===== config.mk =====
export PLATFORM = sky130hd
export DESIGN_NAME = breath_stepper_pulse_controller
export DESIGN_NICKNAME = d
export VERILOG_FILES = /design/src/design/bsp_pkg.sv /design/src/design/bsp_div.sv /design/src/design/bsp_ctrl.sv /design/src/design/bsp_dp.sv /design/src/design/breath_stepper_pulse_controller.sv
export SDC_FILE = /design/constraint.sdc
export NUM_CORES = 1
export LEC_CHECK = 0
export BUFFER_PORTS_ARGS = -buffer_cell sky130_fd_sc_hd__buf_2
export CAP_MARGIN = 30
export CORE_ASPECT_RATIO = 0.6
export CORE_MARGIN = 5
export CORE_UTILIZATION = 35
export DETAILED_ROUTE_END_ITERATION = 8
export PLACE_DENSITY = 0.52
export SLEW_MARGIN = 40
export SYNTH_ARGS = -nofsm -noshare
export SYNTH_HDL_FRONTEND = slang
export SYNTH_SLANG_ARGS = --single-unit

===== constraint.sdc =====
create_clock -name clk -period 12.8 [get_ports clk]
set_input_delay 0.64 -clock clk [delete_from_list [all_inputs] [get_ports clk]]
set_output_delay 0.64 -clock clk [all_outputs]
set_load 0.005 [all_outputs]

===== src/design/bsp_pkg.sv =====
// ----------------------------------------------------------------------------
// bsp_pkg
// Shared types, constants and tables for the breath stepper pulse controller.
// ----------------------------------------------------------------------------
package bsp_pkg;

	localparam int ADDR_W    = 5;
	localparam int DATA_W    = 32;
	localparam int RATE_W    = 6;
	localparam int VOL_W     = 2;
	localparam int MODE_W    = 2;
	localparam int DEG_W     = 10;
	localparam int TMO_W     = 26;
	localparam int STEPS_W   = 10;
	localparam int HALF_W    = 25;
	localparam int DIV_STEPS = HALF_W;
	localparam int DIV_CNT_W = $clog2(DIV_STEPS);
	localparam int DEG10_W   = 14;
	localparam int RECIP_W   = 13;
	localparam int PROD_W    = DEG10_W + RECIP_W;
	localparam int RECIP_SH  = 16;

	localparam logic [RECIP_W-1:0] RECIP_9   = 13'd7282;
	localparam logic [STEPS_W-1:0] STEPS_MAX = 10'd1023;

	localparam logic [RATE_W-1:0] RST_BPM     = 6'd12;
	localparam logic [VOL_W-1:0]  RST_VOL     = 2'd0;
	localparam logic [MODE_W-1:0] RST_MODE    = 2'd0;
	localparam logic [DEG_W-1:0]  RST_DEG_S   = 10'd195;
	localparam logic [DEG_W-1:0]  RST_DEG_M   = 10'd390;
	localparam logic [DEG_W-1:0]  RST_DEG_L   = 10'd584;
	localparam logic [TMO_W-1:0]  RST_TIMEOUT = 26'd30000000;

	localparam logic [MODE_W-1:0] MODE_OFF  = 2'd0;
	localparam logic [MODE_W-1:0] MODE_CTRL = 2'd1;
	localparam logic [MODE_W-1:0] MODE_TRIG = 2'd2;

	localparam logic [VOL_W-1:0] VOL_SMALL  = 2'd0;
	localparam logic [VOL_W-1:0] VOL_MEDIUM = 2'd1;

	typedef enum logic [2:0] {
		REG_BPM     = 3'd0,
		REG_VOL     = 3'd1,
		REG_MODE    = 3'd2,
		REG_DEG_S   = 3'd3,
		REG_DEG_M   = 3'd4,
		REG_DEG_L   = 3'd5,
		REG_TIMEOUT = 3'd6
	} reg_idx_t;

	typedef enum logic [1:0] {
		PH_IDLE   = 2'd0,
		PH_INHALE = 2'd1,
		PH_EXHALE = 2'd2
	} phase_t;

	typedef enum logic [2:0] {
		ST_IDLE,
		ST_STEPS,
		ST_DIV_START,
		ST_DIV_WAIT,
		ST_EMIT
	} ctrl_state_t;

	typedef struct packed {
		logic [RATE_W-1:0] bpm;
		logic [VOL_W-1:0]  vol;
		logic [MODE_W-1:0] mode;
		logic [DEG_W-1:0]  deg_s;
		logic [DEG_W-1:0]  deg_m;
		logic [DEG_W-1:0]  deg_l;
		logic [TMO_W-1:0]  timeout;
	} cfg_t;

	typedef struct packed {
		logic tick;
		logic load_steps;
		logic div_start;
		logic load_breath;
		logic emit;
	} cmd_t;

	typedef struct packed {
		logic start_now;
		logic div_busy;
		logic out_free;
	} status_t;

	function automatic logic [HALF_W-1:0] part_of_rate(input logic [RATE_W-1:0] r);
		logic [HALF_W-1:0] p;
		begin
			unique case (r)
				6'd0, 6'd1: p = 25'd20000000;
				6'd2:  p = 25'd10000000;
				6'd3:  p = 25'd6666666;
				6'd4:  p = 25'd5000000;
				6'd5:  p = 25'd4000000;
				6'd6:  p = 25'd3333333;
				6'd7:  p = 25'd2857142;
				6'd8:  p = 25'd2500000;
				6'd9:  p = 25'd2222222;
				6'd10: p = 25'd2000000;
				6'd11: p = 25'd1818181;
				6'd12: p = 25'd1666666;
				6'd13: p = 25'd1538461;
				6'd14: p = 25'd1428571;
				6'd15: p = 25'd1333333;
				6'd16: p = 25'd1250000;
				6'd17: p = 25'd1176470;
				6'd18: p = 25'd1111111;
				6'd19: p = 25'd1052631;
				6'd20: p = 25'd1000000;
				6'd21: p = 25'd952380;
				6'd22: p = 25'd909090;
				6'd23: p = 25'd869565;
				6'd24: p = 25'd833333;
				6'd25: p = 25'd800000;
				6'd26: p = 25'd769230;
				6'd27: p = 25'd740740;
				6'd28: p = 25'd714285;
				6'd29: p = 25'd689655;
				6'd30: p = 25'd666666;
				6'd31: p = 25'd645161;
				6'd32: p = 25'd625000;
				6'd33: p = 25'd606060;
				6'd34: p = 25'd588235;
				6'd35: p = 25'd571428;
				6'd36: p = 25'd555555;
				6'd37: p = 25'd540540;
				6'd38: p = 25'd526315;
				6'd39: p = 25'd512820;
				6'd40: p = 25'd500000;
				6'd41: p = 25'd487804;
				6'd42: p = 25'd476190;
				6'd43: p = 25'd465116;
				6'd44: p = 25'd454545;
				6'd45: p = 25'd444444;
				6'd46: p = 25'd434782;
				6'd47: p = 25'd425531;
				6'd48: p = 25'd416666;
				6'd49: p = 25'd408163;
				6'd50: p = 25'd400000;
				6'd51: p = 25'd392156;
				6'd52: p = 25'd384615;
				6'd53: p = 25'd377358;
				6'd54: p = 25'd370370;
				6'd55: p = 25'd363636;
				6'd56: p = 25'd357142;
				6'd57: p = 25'd350877;
				6'd58: p = 25'd344827;
				6'd59: p = 25'd338983;
				6'd60: p = 25'd333333;
				6'd61: p = 25'd327868;
				6'd62: p = 25'd322580;
				6'd63: p = 25'd317460;
				default: p = 25'd20000000;
			endcase
			return p;
		end
	endfunction

endpackage


===== src/design/bsp_div.sv =====
// ----------------------------------------------------------------------------
// bsp_div
// Restoring divider, one quotient bit per cycle, for the step half-period.
// ----------------------------------------------------------------------------
module bsp_div (
	input  logic                       clk,
	input  logic                       arst_n,
	input  logic                       start,
	input  logic [bsp_pkg::HALF_W-1:0]  dividend,
	input  logic [bsp_pkg::STEPS_W-1:0] divisor,
	output logic [bsp_pkg::HALF_W-1:0]  quotient,
	output logic                       busy
);
	import bsp_pkg::*;

	logic [STEPS_W-1:0]   rem_q;
	logic [HALF_W-1:0]    quo_q;
	logic [STEPS_W-1:0]   dsr_q;
	logic [DIV_CNT_W-1:0] cnt_q;
	logic                 busy_q;
	logic [STEPS_W:0]     shifted;
	logic [STEPS_W:0]     diff;
	logic                 ge;

	assign shifted = {rem_q, quo_q[HALF_W-1]};
	assign ge      = shifted >= {1'b0, dsr_q};
	assign diff    = shifted - {1'b0, dsr_q};

	always_ff @(posedge clk or negedge arst_n) begin
		if (!arst_n) begin
			rem_q  <= '0;
			quo_q  <= '0;
			dsr_q  <= '0;
			cnt_q  <= '0;
			busy_q <= 1'b0;
		end else if (start) begin
			rem_q  <= '0;
			quo_q  <= dividend;
			dsr_q  <= divisor;
			cnt_q  <= DIV_CNT_W'(DIV_STEPS - 1);
			busy_q <= 1'b1;
		end else if (busy_q) begin
			rem_q <= ge ? diff[STEPS_W-1:0] : shifted[STEPS_W-1:0];
			quo_q <= {quo_q[HALF_W-2:0], ge};
			if (cnt_q == '0) begin
				busy_q <= 1'b0;
			end else begin
				cnt_q <= cnt_q - 1'b1;
			end
		end
	end

	assign quotient = quo_q;
	assign busy     = busy_q;

endmodule


===== src/design/bsp_ctrl.sv =====
// ----------------------------------------------------------------------------
// bsp_ctrl
// Sequencer: takes a tick item, runs breath-start setup when a breath starts, emits the result.
// ----------------------------------------------------------------------------
module bsp_ctrl (
	input  logic              clk,
	input  logic              arst_n,
	input  logic              in_valid,
	output logic              in_ready,
	input  bsp_pkg::status_t  status,
	output bsp_pkg::cmd_t     cmd
);
	import bsp_pkg::*;

	ctrl_state_t state_q;
	ctrl_state_t state_d;

	always_ff @(posedge clk or negedge arst_n) begin
		if (!arst_n) begin
			state_q <= ST_IDLE;
		end else begin
			state_q <= state_d;
		end
	end

	always_comb begin
		state_d  = state_q;
		cmd      = '0;
		in_ready = 1'b0;
		unique case (state_q)
			ST_IDLE: begin
				in_ready = 1'b1;
				if (in_valid) begin
					cmd.tick = 1'b1;
					state_d  = status.start_now ? ST_STEPS : ST_EMIT;
				end
			end
			ST_STEPS: begin
				cmd.load_steps = 1'b1;
				state_d        = ST_DIV_START;
			end
			ST_DIV_START: begin
				cmd.div_start = 1'b1;
				state_d       = ST_DIV_WAIT;
			end
			ST_DIV_WAIT: begin
				if (!status.div_busy) begin
					cmd.load_breath = 1'b1;
					state_d         = ST_EMIT;
				end
			end
			ST_EMIT: begin
				if (status.out_free) begin
					cmd.emit = 1'b1;
					state_d  = ST_IDLE;
				end
			end
			default: state_d = ST_IDLE;
		endcase
	end

endmodule


===== src/design/bsp_dp.sv =====
// ----------------------------------------------------------------------------
// bsp_dp
// Datapath: watchdog, trigger latch, breath setup, pulse timing, result reg.
// ----------------------------------------------------------------------------
module bsp_dp (
	input  logic                        clk,
	input  logic                        arst_n,
	input  bsp_pkg::cfg_t               cfg,
	input  bsp_pkg::cmd_t               cmd,
	input  logic                        trigger_request,
	input  logic [bsp_pkg::HALF_W-1:0]  div_quo,
	output logic [bsp_pkg::HALF_W-1:0]  div_dividend,
	output logic [bsp_pkg::STEPS_W-1:0] div_divisor,
	output logic                        start_now,
	output logic                        out_free,
	output logic                        out_valid,
	input  logic                        out_ready,
	output logic                        step_level,
	output logic                        direction_level,
	output logic                        apnea_alarm,
	output logic                        breath_active
);
	import bsp_pkg::*;

	phase_t             phase_q;
	logic [STEPS_W-1:0] steps_total_q;
	logic [STEPS_W-1:0] steps_done_q;
	logic [HALF_W-1:0]  inh_half_q;
	logic [HALF_W-1:0]  exh_half_q;
	logic [HALF_W-1:0]  interval_q;
	logic               pin_high_q;
	logic [TMO_W-1:0]   wd_q;
	logic               pend_q;
	logic               alarm_q;
	logic [HALF_W-1:0]  part_q;
	logic               out_valid_q;
	logic               step_q;
	logic               dir_q;
	logic               alarm_out_q;
	logic               active_q;

	logic [TMO_W:0]     wd_inc;
	logic               wd_hit;
	logic               pend_now;
	logic               phase_idle;
	logic [DEG_W-1:0]   deg_sel;
	logic [DEG10_W-1:0] deg10;
	logic [PROD_W-1:0]  prod;
	logic [STEPS_W:0]   steps_raw;
	logic [STEPS_W-1:0] steps_sat;
	logic [HALF_W-1:0]  quo_half;
	logic [HALF_W-1:0]  half;
	logic [HALF_W-1:0]  int_inc;
	logic [STEPS_W-1:0] done_inc;
	logic               active;

	assign wd_inc     = {1'b0, wd_q} + 1'b1;
	assign wd_hit     = wd_inc >= {1'b0, cfg.timeout};
	assign pend_now   = pend_q | wd_hit | trigger_request;
	assign phase_idle = phase_q == PH_IDLE;
	assign start_now  = phase_idle &&
		(cfg.mode == MODE_CTRL || (cfg.mode == MODE_TRIG && pend_now));

	always_comb begin
		priority if (cfg.vol == VOL_SMALL) begin
			deg_sel = cfg.deg_s;
		end else if (cfg.vol == VOL_MEDIUM) begin
			deg_sel = cfg.deg_m;
		end else begin
			deg_sel = cfg.deg_l;
		end
	end

	assign deg10     = {1'b0, deg_sel, 3'b000} + {3'b000, deg_sel, 1'b0};
	assign prod      = PROD_W'(deg10) * PROD_W'(RECIP_9);
	assign steps_raw = prod[RECIP_SH +: STEPS_W+1];

	always_comb begin
		priority if (steps_raw > {1'b0, STEPS_MAX}) begin
			steps_sat = STEPS_MAX;
		end else if (steps_raw == '0) begin
			steps_sat = STEPS_W'(1);
		end else begin
			steps_sat = steps_raw[STEPS_W-1:0];
		end
	end

	assign quo_half = div_quo >> 1;
	assign active   = !phase_idle;
	assign half     = (phase_q == PH_INHALE) ? inh_half_q : exh_half_q;
	assign int_inc  = interval_q + 1'b1;
	assign done_inc = steps_done_q + 1'b1;
	assign out_free = !out_valid_q || out_ready;

	always_ff @(posedge clk or negedge arst_n) begin
		if (!arst_n) begin
			phase_q       <= PH_IDLE;
			steps_total_q <= '0;
			steps_done_q  <= '0;
			inh_half_q    <= '0;
			exh_half_q    <= '0;
			interval_q    <= '0;
			pin_high_q    <= 1'b0;
			wd_q          <= '0;
			pend_q        <= 1'b0;
			alarm_q       <= 1'b0;
			part_q        <= '0;
		end else begin
			if (cmd.tick) begin
				alarm_q <= wd_hit;
				wd_q    <= wd_hit ? '0 : wd_inc[TMO_W-1:0];
				pend_q  <= phase_idle ? 1'b0 : pend_now;
			end
			if (cmd.load_steps) begin
				steps_total_q <= steps_sat;
				part_q        <= part_of_rate(cfg.bpm);
			end
			if (cmd.load_breath) begin
				inh_half_q   <= (div_quo == '0) ? HALF_W'(1) : div_quo;
				exh_half_q   <= (quo_half == '0) ? HALF_W'(1) : quo_half;
				phase_q      <= PH_INHALE;
				steps_done_q <= '0;
				interval_q   <= '0;
				pin_high_q   <= 1'b1;
			end
			if (cmd.emit && active) begin
				if (int_inc >= half) begin
					interval_q <= '0;
					if (pin_high_q) begin
						pin_high_q <= 1'b0;
					end else if (done_inc >= steps_total_q) begin
						steps_done_q <= '0;
						if (phase_q == PH_INHALE) begin
							phase_q    <= PH_EXHALE;
							pin_high_q <= 1'b1;
						end else begin
							phase_q    <= PH_IDLE;
							pin_high_q <= 1'b0;
							wd_q       <= '0;
						end
					end else begin
						steps_done_q <= done_inc;
						pin_high_q   <= 1'b1;
					end
				end else begin
					interval_q <= int_inc;
				end
			end
		end
	end

	always_ff @(posedge clk or negedge arst_n) begin
		if (!arst_n) begin
			out_valid_q <= 1'b0;
			step_q      <= 1'b0;
			dir_q       <= 1'b0;
			alarm_out_q <= 1'b0;
			active_q    <= 1'b0;
		end else if (cmd.emit) begin
			out_valid_q <= 1'b1;
			step_q      <= active && pin_high_q;
			dir_q       <= phase_q == PH_INHALE;
			alarm_out_q <= alarm_q;
			active_q    <= active;
		end else if (out_ready) begin
			out_valid_q <= 1'b0;
		end
	end

	assign div_dividend    = part_q;
	assign div_divisor     = steps_total_q;
	assign out_valid       = out_valid_q;
	assign step_level      = step_q;
	assign direction_level = dir_q;
	assign apnea_alarm     = alarm_out_q;
	assign breath_active   = active_q;

endmodule


===== src/design/breath_stepper_pulse_controller.sv =====
// ----------------------------------------------------------------------------
// breath_stepper_pulse_controller
// Ventilator stepper pulse generator with apnea watchdog, one result per tick.
// ----------------------------------------------------------------------------
// Ordinary tick: the accept moves the sequencer to its emit state, and the result
// is registered once the output is free; one item is handled at a time.
// Breath-start tick: step count and rate part are loaded, the 25-step bit-serial
// divider runs, then the breath is loaded and the result is emitted.
// Reset (arst_n low, asynchronous): phase idle, all counters and latches clear,
// configuration registers at their default values.
// ----------------------------------------------------------------------------
module breath_stepper_pulse_controller (
	input  logic                        clk,
	input  logic                        arst_n,
	input  logic                        psel,
	input  logic                        penable,
	input  logic                        pwrite,
	input  logic [bsp_pkg::ADDR_W-1:0]  paddr,
	input  logic [bsp_pkg::DATA_W-1:0]  pwdata,
	output logic [bsp_pkg::DATA_W-1:0]  prdata,
	output logic                        pready,
	input  logic                        in_valid,
	output logic                        in_ready,
	input  logic                        trigger_request,
	output logic                        out_valid,
	input  logic                        out_ready,
	output logic                        step_level,
	output logic                        direction_level,
	output logic                        apnea_alarm,
	output logic                        breath_active
);
	import bsp_pkg::*;

	cfg_t              cfg_q;
	cmd_t              cmd;
	status_t           status;
	reg_idx_t          idx;
	logic              wr_en;
	logic              start_now;
	logic              out_free;
	logic              div_busy;
	logic [HALF_W-1:0]  div_quo;
	logic [HALF_W-1:0]  div_dividend;
	logic [STEPS_W-1:0] div_divisor;

	assign pready = 1'b1;
	assign idx    = reg_idx_t'(paddr[ADDR_W-1:2]);
	assign wr_en  = psel && penable && pwrite;

	always_ff @(posedge clk or negedge arst_n) begin
		if (!arst_n) begin
			cfg_q.bpm     <= RST_BPM;
			cfg_q.vol     <= RST_VOL;
			cfg_q.mode    <= RST_MODE;
			cfg_q.deg_s   <= RST_DEG_S;
			cfg_q.deg_m   <= RST_DEG_M;
			cfg_q.deg_l   <= RST_DEG_L;
			cfg_q.timeout <= RST_TIMEOUT;
		end else if (wr_en) begin
			unique case (idx)
				REG_BPM:     cfg_q.bpm     <= pwdata[RATE_W-1:0];
				REG_VOL:     cfg_q.vol     <= pwdata[VOL_W-1:0];
				REG_MODE:    cfg_q.mode    <= pwdata[MODE_W-1:0];
				REG_DEG_S:   cfg_q.deg_s   <= pwdata[DEG_W-1:0];
				REG_DEG_M:   cfg_q.deg_m   <= pwdata[DEG_W-1:0];
				REG_DEG_L:   cfg_q.deg_l   <= pwdata[DEG_W-1:0];
				REG_TIMEOUT: cfg_q.timeout <= pwdata[TMO_W-1:0];
				default: ;
			endcase
		end
	end

	always_comb begin
		unique case (idx)
			REG_BPM:     prdata = DATA_W'(cfg_q.bpm);
			REG_VOL:     prdata = DATA_W'(cfg_q.vol);
			REG_MODE:    prdata = DATA_W'(cfg_q.mode);
			REG_DEG_S:   prdata = DATA_W'(cfg_q.deg_s);
			REG_DEG_M:   prdata = DATA_W'(cfg_q.deg_m);
			REG_DEG_L:   prdata = DATA_W'(cfg_q.deg_l);
			REG_TIMEOUT: prdata = DATA_W'(cfg_q.timeout);
			default:     prdata = '0;
		endcase
	end

	assign status.start_now = start_now;
	assign status.div_busy  = div_busy;
	assign status.out_free  = out_free;

	bsp_ctrl u_ctrl (
		.clk      (clk),
		.arst_n   (arst_n),
		.in_valid (in_valid),
		.in_ready (in_ready),
		.status   (status),
		.cmd      (cmd)
	);

	bsp_div u_div (
		.clk      (clk),
		.arst_n   (arst_n),
		.start    (cmd.div_start),
		.dividend (div_dividend),
		.divisor  (div_divisor),
		.quotient (div_quo),
		.busy     (div_busy)
	);

	bsp_dp u_dp (
		.clk             (clk),
		.arst_n          (arst_n),
		.cfg             (cfg_q),
		.cmd             (cmd),
		.trigger_request (trigger_request),
		.div_quo         (div_quo),
		.div_dividend    (div_dividend),
		.div_divisor     (div_divisor),
		.start_now       (start_now),
		.out_free        (out_free),
		.out_valid       (out_valid),
		.out_ready       (out_ready),
		.step_level      (step_level),
		.direction_level (direction_level),
		.apnea_alarm     (apnea_alarm),
		.breath_active   (breath_active)
	);

	a_one_item: assert property (@(posedge clk) disable iff (!arst_n)
		in_valid && in_ready |=> !in_ready)
		else $error("second item taken while one is in flight");

	a_idle_quiet: assert property (@(posedge clk) disable iff (!arst_n)
		out_valid && !breath_active |-> !step_level && !direction_level)
		else $error("step or direction driven outside a breath");

	a_div_setup: assert property (@(posedge clk) disable iff (!arst_n)
		cmd.div_start |-> !div_busy && div_divisor != '0)
		else $error("divider started while busy or with zero step count");

endmodule


# [Word-level counts from Yosys, hierarchy flattened]
# Memories as Yosys holds them, arrays and structs flattened. A register that Yosys moved wholly into a read port is not among the register bits.
# Index checks and enable logic that the tools add are counted.
[totals] regBits=251 rom_bits=1600 output_inout_bits=39 wordCells=155 mem_count=1
[classes] n_addsub=6 n_mul=1 order_cmp=5 n_eq_ne=18 n_mux=63 n_bitwise=2 reduce_logical=31
[memory_table] memory="(name not given)" depth=64 word_bits=25 read_ports=1 rd_ports_with_merged_regs=1 wr=0 line_no="bsp_pkg.sv:92" text="unique case (r)"
[op_table] op="two-way mux 26 bit" n=7
[op_table] op="case mux 26 bit (7 select lines)" n=1
[op_table] op="two-way mux 25 bit" n=7
[op_table] op="two-way mux 10 bit" n=12
[op_table] op="zero test 25 bit" n=2
[op_table] op="adder 26 x 1 -> 27 bit, second input constant" n=1
[op_table] op="greater-or-equal comparator 27 x 26 -> 1 bit" n=1
[op_table] op="multiplier 14 x 12 -> 26 bit, second input constant" n=1
[op_table] op="adder 25 x 1 -> 25 bit, second input constant" n=1
[op_table] op="greater-or-equal comparator 25 bit" n=1
[op_table] op="two-way mux 24 bit" n=1
[op_table] op="two-way mux 1 bit" n=21
[op_table] op="AND reduction 2 bit" n=8
[op_table] op="two-way mux 5 bit" n=3
[op_table] op="case mux 3 bit (5 select lines)" n=1
[op_table] op="adder 13 x 11 -> 14 bit" n=1
[op_table] op="== test 3 x 2 -> 1 bit, second input constant" n=4
[op_table] op="== test 3 bit, second input constant" n=4
[op_table] op="two-way mux 2 bit" n=6
[op_table] op="two-way mux 3 bit" n=4
[op_table] op="greater-or-equal comparator 11 x 10 -> 1 bit" n=1
[op_table] op="greater-than comparator 11 x 10 -> 1 bit, second input constant" n=1
[op_table] op="zero test 11 bit" n=1
[op_table] op="adder 10 x 1 -> 10 bit, second input constant" n=1
[op_table] op="other kinds (17)" n=35

# [Longest topological paths before layout]
[depth] ltp_word=10 mapped_depth=34 ltp_nobuf=32

# [Modules after synthesis]
# From an unflattened synthesis, not the netlist that was laid out.
[unflattened] cells_unflattened=2232 hier_area_um2=20084.3
[modules_own_cells] mod="bsp_dp" n_inst=1 cells_each=1692 area_each_um2=13982.2 seq_area_each_um2=3878.7
[modules_own_cells] mod="breath_stepper_pulse_controller" n_inst=1 cells_each=236 area_each_um2=3134.3 seq_area_each_um2=1680.4
[modules_own_cells] mod="bsp_div" n_inst=1 cells_each=282 area_each_um2=2782.7 seq_area_each_um2=1276.2
[modules_own_cells] mod="bsp_ctrl" n_inst=1 cells_each=22 area_each_um2=185.2 seq_area_each_um2=75.1

# [Worst setup path after synthesis]
# Ideal clock, no wire load.
[synth_timing] path_kind="reg2reg" start="reg cfg_q[59] (netlist name)" end="reg u_dp.steps_total_q[0], in the netlist u_dp.div_divisor[0]" arrival_time_ns=7.510 setup_slack_ns=5.201 path_stages_with_launch=33 path_buffers=3 cell_sequence="dfrtp_1 -> buf_2 -> buf_2 -> clkbuf_1 -> nor2_1 -> a21oi_1 -> inv_1 -> fa_1 -> o2111a_1 -> a2111oi_4 -> o21ai_2 -> a31o_1 -> a21oi_2 -> xnor2_2 -> ha_1 -> ha_1 -> inv_1 -> fa_1 -> inv_1 -> fa_1 -> inv_1 -> fa_1 -> inv_1 -> ha_1 -> and3_1 -> o211a_1 -> nand3_1 -> o21ai_0 -> a21oi_1 -> xnor2_1 -> nand2b_1 -> or4b_1 -> a41oi_1"
[synth_via] elab_chain_cells=8 elab_cells_between_ends=10
[synth_rtl] element="start: declaration" line_no="breath_stepper_pulse_controller.sv:34" text="cfg_t cfg_q;"
[synth_rtl] element="== test 2 x 1 -> 1 bit" line_no="bsp_dp.sv:67" text="end else if (cfg.vol == VOL_MEDIUM) begin"
[synth_rtl] element="two-way mux 10 bit" line_no="bsp_dp.sv:67"
[synth_rtl] element="two-way mux 10 bit (*)" line_no="bsp_dp.sv:65" text="priority if (cfg.vol == VOL_SMALL) begin"
[synth_rtl] element="adder 13 x 11 -> 14 bit (*)" line_no="bsp_dp.sv:74" text="assign deg10 = {1'b0, deg_sel, 3'b000} + {3'b000, deg_sel, 1'b0};"
[synth_rtl] element="multiplier 14 x 12 -> 26 bit (*)" line_no="bsp_dp.sv:75" text="assign prod = PROD_W'(deg10) * PROD_W'(RECIP_9);"
[synth_rtl] element="branches (longest 2 deep; another with greater-than comparator 11 x 10 -> 1 bit)"
[synth_rtl] element="two-way mux 10 bit (*)" line_no="bsp_dp.sv:79" text="priority if (steps_raw > {1'b0, STEPS_MAX}) begin"
[synth_rtl] element="end signal: assignment" line_no="bsp_dp.sv:115" text="steps_total_q <= steps_sat;"
[synth_rtl] element="end: declaration" line_no="bsp_dp.sv:26" text="logic [STEPS_W-1:0] steps_total_q;"
# Every way passes the cells marked *.
# A chain may end at the register's enable or synchronous reset.

# [Worst setup path after layout]
# Ends and elaborated chain as after synthesis.

==> summary.md <==
| Metric | Value |
|---|---|
| Worst hold start | pwdata[17] |
| Routed WL | 52.99 mm |
| Final hold vios | 0 |
| Site Rows | 67 |
| Mux contribution to synthesized area | 6.935% |
| Clock sink count | 275 |
| Synth cell count leaders | nand2_1 (364), dfrtp_1 (252), o21ai_0 (190), ha_1 (163), nor2_1 (156) |
| Post-DRT Antenna Nets | 0 |
| First-pass GRT wire length | 87.53 mm |
| GP Congestion | 0.8962 |
| Gr ovfl total | 0 |
| # DRC | 0 |
| Period Utilization, post-route | 69.33% |
| WP data arrival | 9350 ps |
| Largest family of logic cells by synthesized area | compound AO/OA/AOI/OAI gates |
| Post-synth EDFFs | 0 |
| Critical Path Most Common Cell | inv_1 |
| Max-cap violations | 0 |
| RSZ-0062 raised after global routing | no |
| Die ar. | 60760 µm² |
| Min cycle time layout | 8874 ps |
| Maximum clock rate | 112.7 MHz |
| DIE HEIGHT | 192.9 µm |
| Overall Global Routing Usage | 17.45% |
| Crit-path max FO | 26 |
| Avg Cell Area, Syn | 8.700 µm² |
| Post-CTS Setup Bufs | 0 |
| Path depth of the worst reg2reg path | 30 |
| Area leader, netlist | dfrtp_1 |
| Relative slew slack | 48.35% |
| Detailed Routing Iterations Pass 1 | 6 |
| Max Root-Sink Buffers | 3 |
| CP endpoint kind | register |
| Cell with the most instances after synthesis | nand2_1 |
| Setup crit start | cfg_q[59]$_DFFE_PN0P_ |
| Iter 0 DRT Violations | 1314 |
| Mapped cell area | 19520 µm² |
| Slowest cell delay on critical path | 840 ps |
| Layout cells sized above 1 | 10.99% |
| Area of the core | 55500 µm² |
| Port bufs | 68 |
| Max H-tree Level | 1 |
| Clock Tree Root | clkbuf_16 |
| RR Startpoint | cfg_q[59]$_DFFE_PN0P_ |
| Synthesized flop and latch total | 275 |
| Die X | 314.9 µm |
| Worst-margin pin slew | 765.0 ps |
| Post-synthesis cell type count | 81 |
| Worst endpoint required time | 13280 ps |
| Setup TNS | 0 ps |
| Synth-to-layout area growth | 10.99% |
| Mapped Cells | 2244 |
| Critical Path Sink | u_dp.div_divisor[0]$_DFFE_PN0P_ |
| Final Max Slew Viols | 0 |
| CTS tree | done |
| Largest net degree at the start of global routing | 92 |
| Reg clk slew, reported paths | 60 ps |
| Drt wl/cell | 17.46 µm |
| CP max stage cell | dfrtp_1 |
| Initial Util | 35.18% |
| Kind of critical path | register to register |
| Largest cells by area after synthesis | dfrtp_1 (32%), ha_1 (10%), nand2_1 (7.0%) |
| CTS resizes | 0 |
| # IOs | 84 |
| FFs w/ async S/R, synth | 100.0% |
| Seq/Total Area, Yosys | 35.40% |
| Cts bufs inserted | 29 |
| Final HPWL from detailed placement | 38.88 mm |
| Vias per cell | 5.287 |
| Synth Area in Adders | 13.37% |
| Skew-Pair Late Insertion Delay | 560 ps |
| Layout fillers | 5662 |
| Vias in the first global route | 15890 |
| Setup violators final | 0 |
| Xor-xnor portion of the synthesized cell area | 4.371% |
| Post-Synth Simple-Gate Area | 17.39% |
| Fin nets | 2489 |
| Post-synth top flop | dfrtp_1 |
| Tightest Hold Check Type | primary input to register |
| Initial antenna violation count | 0 |
| Outcome | finished, final reports clean |
| Post-synth top area share | 32.30% |
| Worst Skew | 15.85 ps |
| CP Launch Type | register |
| Via count | 16040 |
| Reg2reg end | u_dp.div_divisor[0]$_DFFE_PN0P_ |
| Compound-gate portion of the synthesized area | 17.50% |
| R2R setup slack | 3930 ps |
| Synth warn | 0 |
-- stage by stage --
| stage | area (µm²) | cells | hold slack [ps] | utilization, % | setup slack, ps |
|---|---|---|---|---|---|
| after floorplan | 19540 | 2249 | 344.4 | - | 5201 |
| after global placement | 20540 | 2976 | 457.5 | 37.02 | 4048 |
| after detailed placement | 20690 | 2980 | 462.0 | 37.28 | 3928 |
| after CTS | 21650 | 3033 | 258.5 | 39.01 | 3887 |
| after global routing | 21670 | 3033 | 277.8 | 39.04 | 3350 |
| final | 21670 | 3034 | 289.7 | 39.05 | 3926 |
-- layout make-up --
| cell class | count | area [µm²] | share of cell area (%) |
|---|---|---|---|
| Sequential cell | 275 | 6913 | 31.90 |
| Clock inverter | 10 | 125.1 | 0.5774 |
| Tap cell | 759 | 949.7 | 4.383 |
| Clock buffer | 42 | 824.5 | 3.805 |
| Antenna cell | 1 | 2.502 | 0.01155 |
| Inverter | 127 | 476.7 | 2.200 |
| Timing Repair Buffer | 96 | 659.4 | 3.043 |
| Multi-Input combinational cell | 1724 | 11720 | 54.08 |
-- layer usage --
layer / GRT usage, % / routed length, µm / up-vias
li1: - / - / 7878
met1: 28.17 / 28290 / 7727
met2: 24.70 / 21100 / 383
met3: 2.863 / 2954 / 53
met4: 2.541 / 646 / 0
met5: 0 / 0 / -
-- cells in the final DEF (no fill, tap or decap), drive strengths merged, types with 7 or more instances in the layout --
cell type and n:
mux2 47, clkbuf 44, a22oi 9, buf 93, and2 7, or2 9, nand3b 11, a211oi 23
nand2 364, clkinv 8, conb 7, a21oi 145, nor3b 9, nor3 41, a31oi 21, a21o 41
xnor2 55, nor4 17, nor2b 23, mux2i 73, ha 163, o21ai 195, fa 28, inv 126
nand2b 20, nand3 52, dfrtp 252, o22ai 7, o211ai 13, dfstp 23, nor2 156, o21a 8
xor2 39, nand4 16, a221oi 10, and3 17, a32o 17
-- worst min path at each step --
| stage | end | slack, ps | depth (start not counted) |
|---|---|---|---|
| after floorplan | cfg_q[0]$_DFFE_PN0P_ | 340 | 0 |
| after global placement | u_dp.div_dividend[24]$_DFFE_PN0P_ | 460 | 2 |
| after detailed placement | u_dp.exh_half_q[5]$_DFFE_PN0P_ | 460 | 2 |
| after CTS | cfg_q[13]$_DFFE_PN0P_ | 260 | 3 |
| after global routing | cfg_q[25]$_DFFE_PN0P_ | 280 | 3 |
| final | cfg_q[17]$_DFFE_PN0P_ | 290 | 3 |
-- what timing repair did --
action	CTS	global route
hold endpoints to repair	22	0
hold buffers	1	0
endpoints found under the setup margin	0	0
-- critical path: cells and delay by family (launching register included) --
kind            cells  cell delay (ps)
xor+xnor            3              970
fa+ha+maj           8             3100
simple gates        6             1140
buf+inv             5              430
flops               1              840
compound gates      8             2260
-- registers in the layout, indices dropped and copies added (netlist names), 2 cells and up --
register / flops
u_dp.phase_q: 2
u_dp.steps_done_q: 10
u_dp.exh_half_q: 24
cfg_q: 66
u_dp.div_dividend: 25
u_div.cnt_q: 5
u_div.quotient: 25
u_div.rem_q: 10
u_dp.inh_half_q: 25
u_dp.wd_q: 26
u_ctrl.state_q: 3
u_div.dsr_q: 10
u_dp.interval_q: 25
u_dp.div_divisor: 10
-- cells by family after synthesis --
logic type	count (synthesis)
simple gates	759
compound gates	548
flops	275
buf+inv	250
fa+ha+maj	192
mux	124
xor+xnor	94
other cells	2
Power is not shown: default switching activity piles up to over one toggle a cycle in this logic, so the estimate is an artifact.
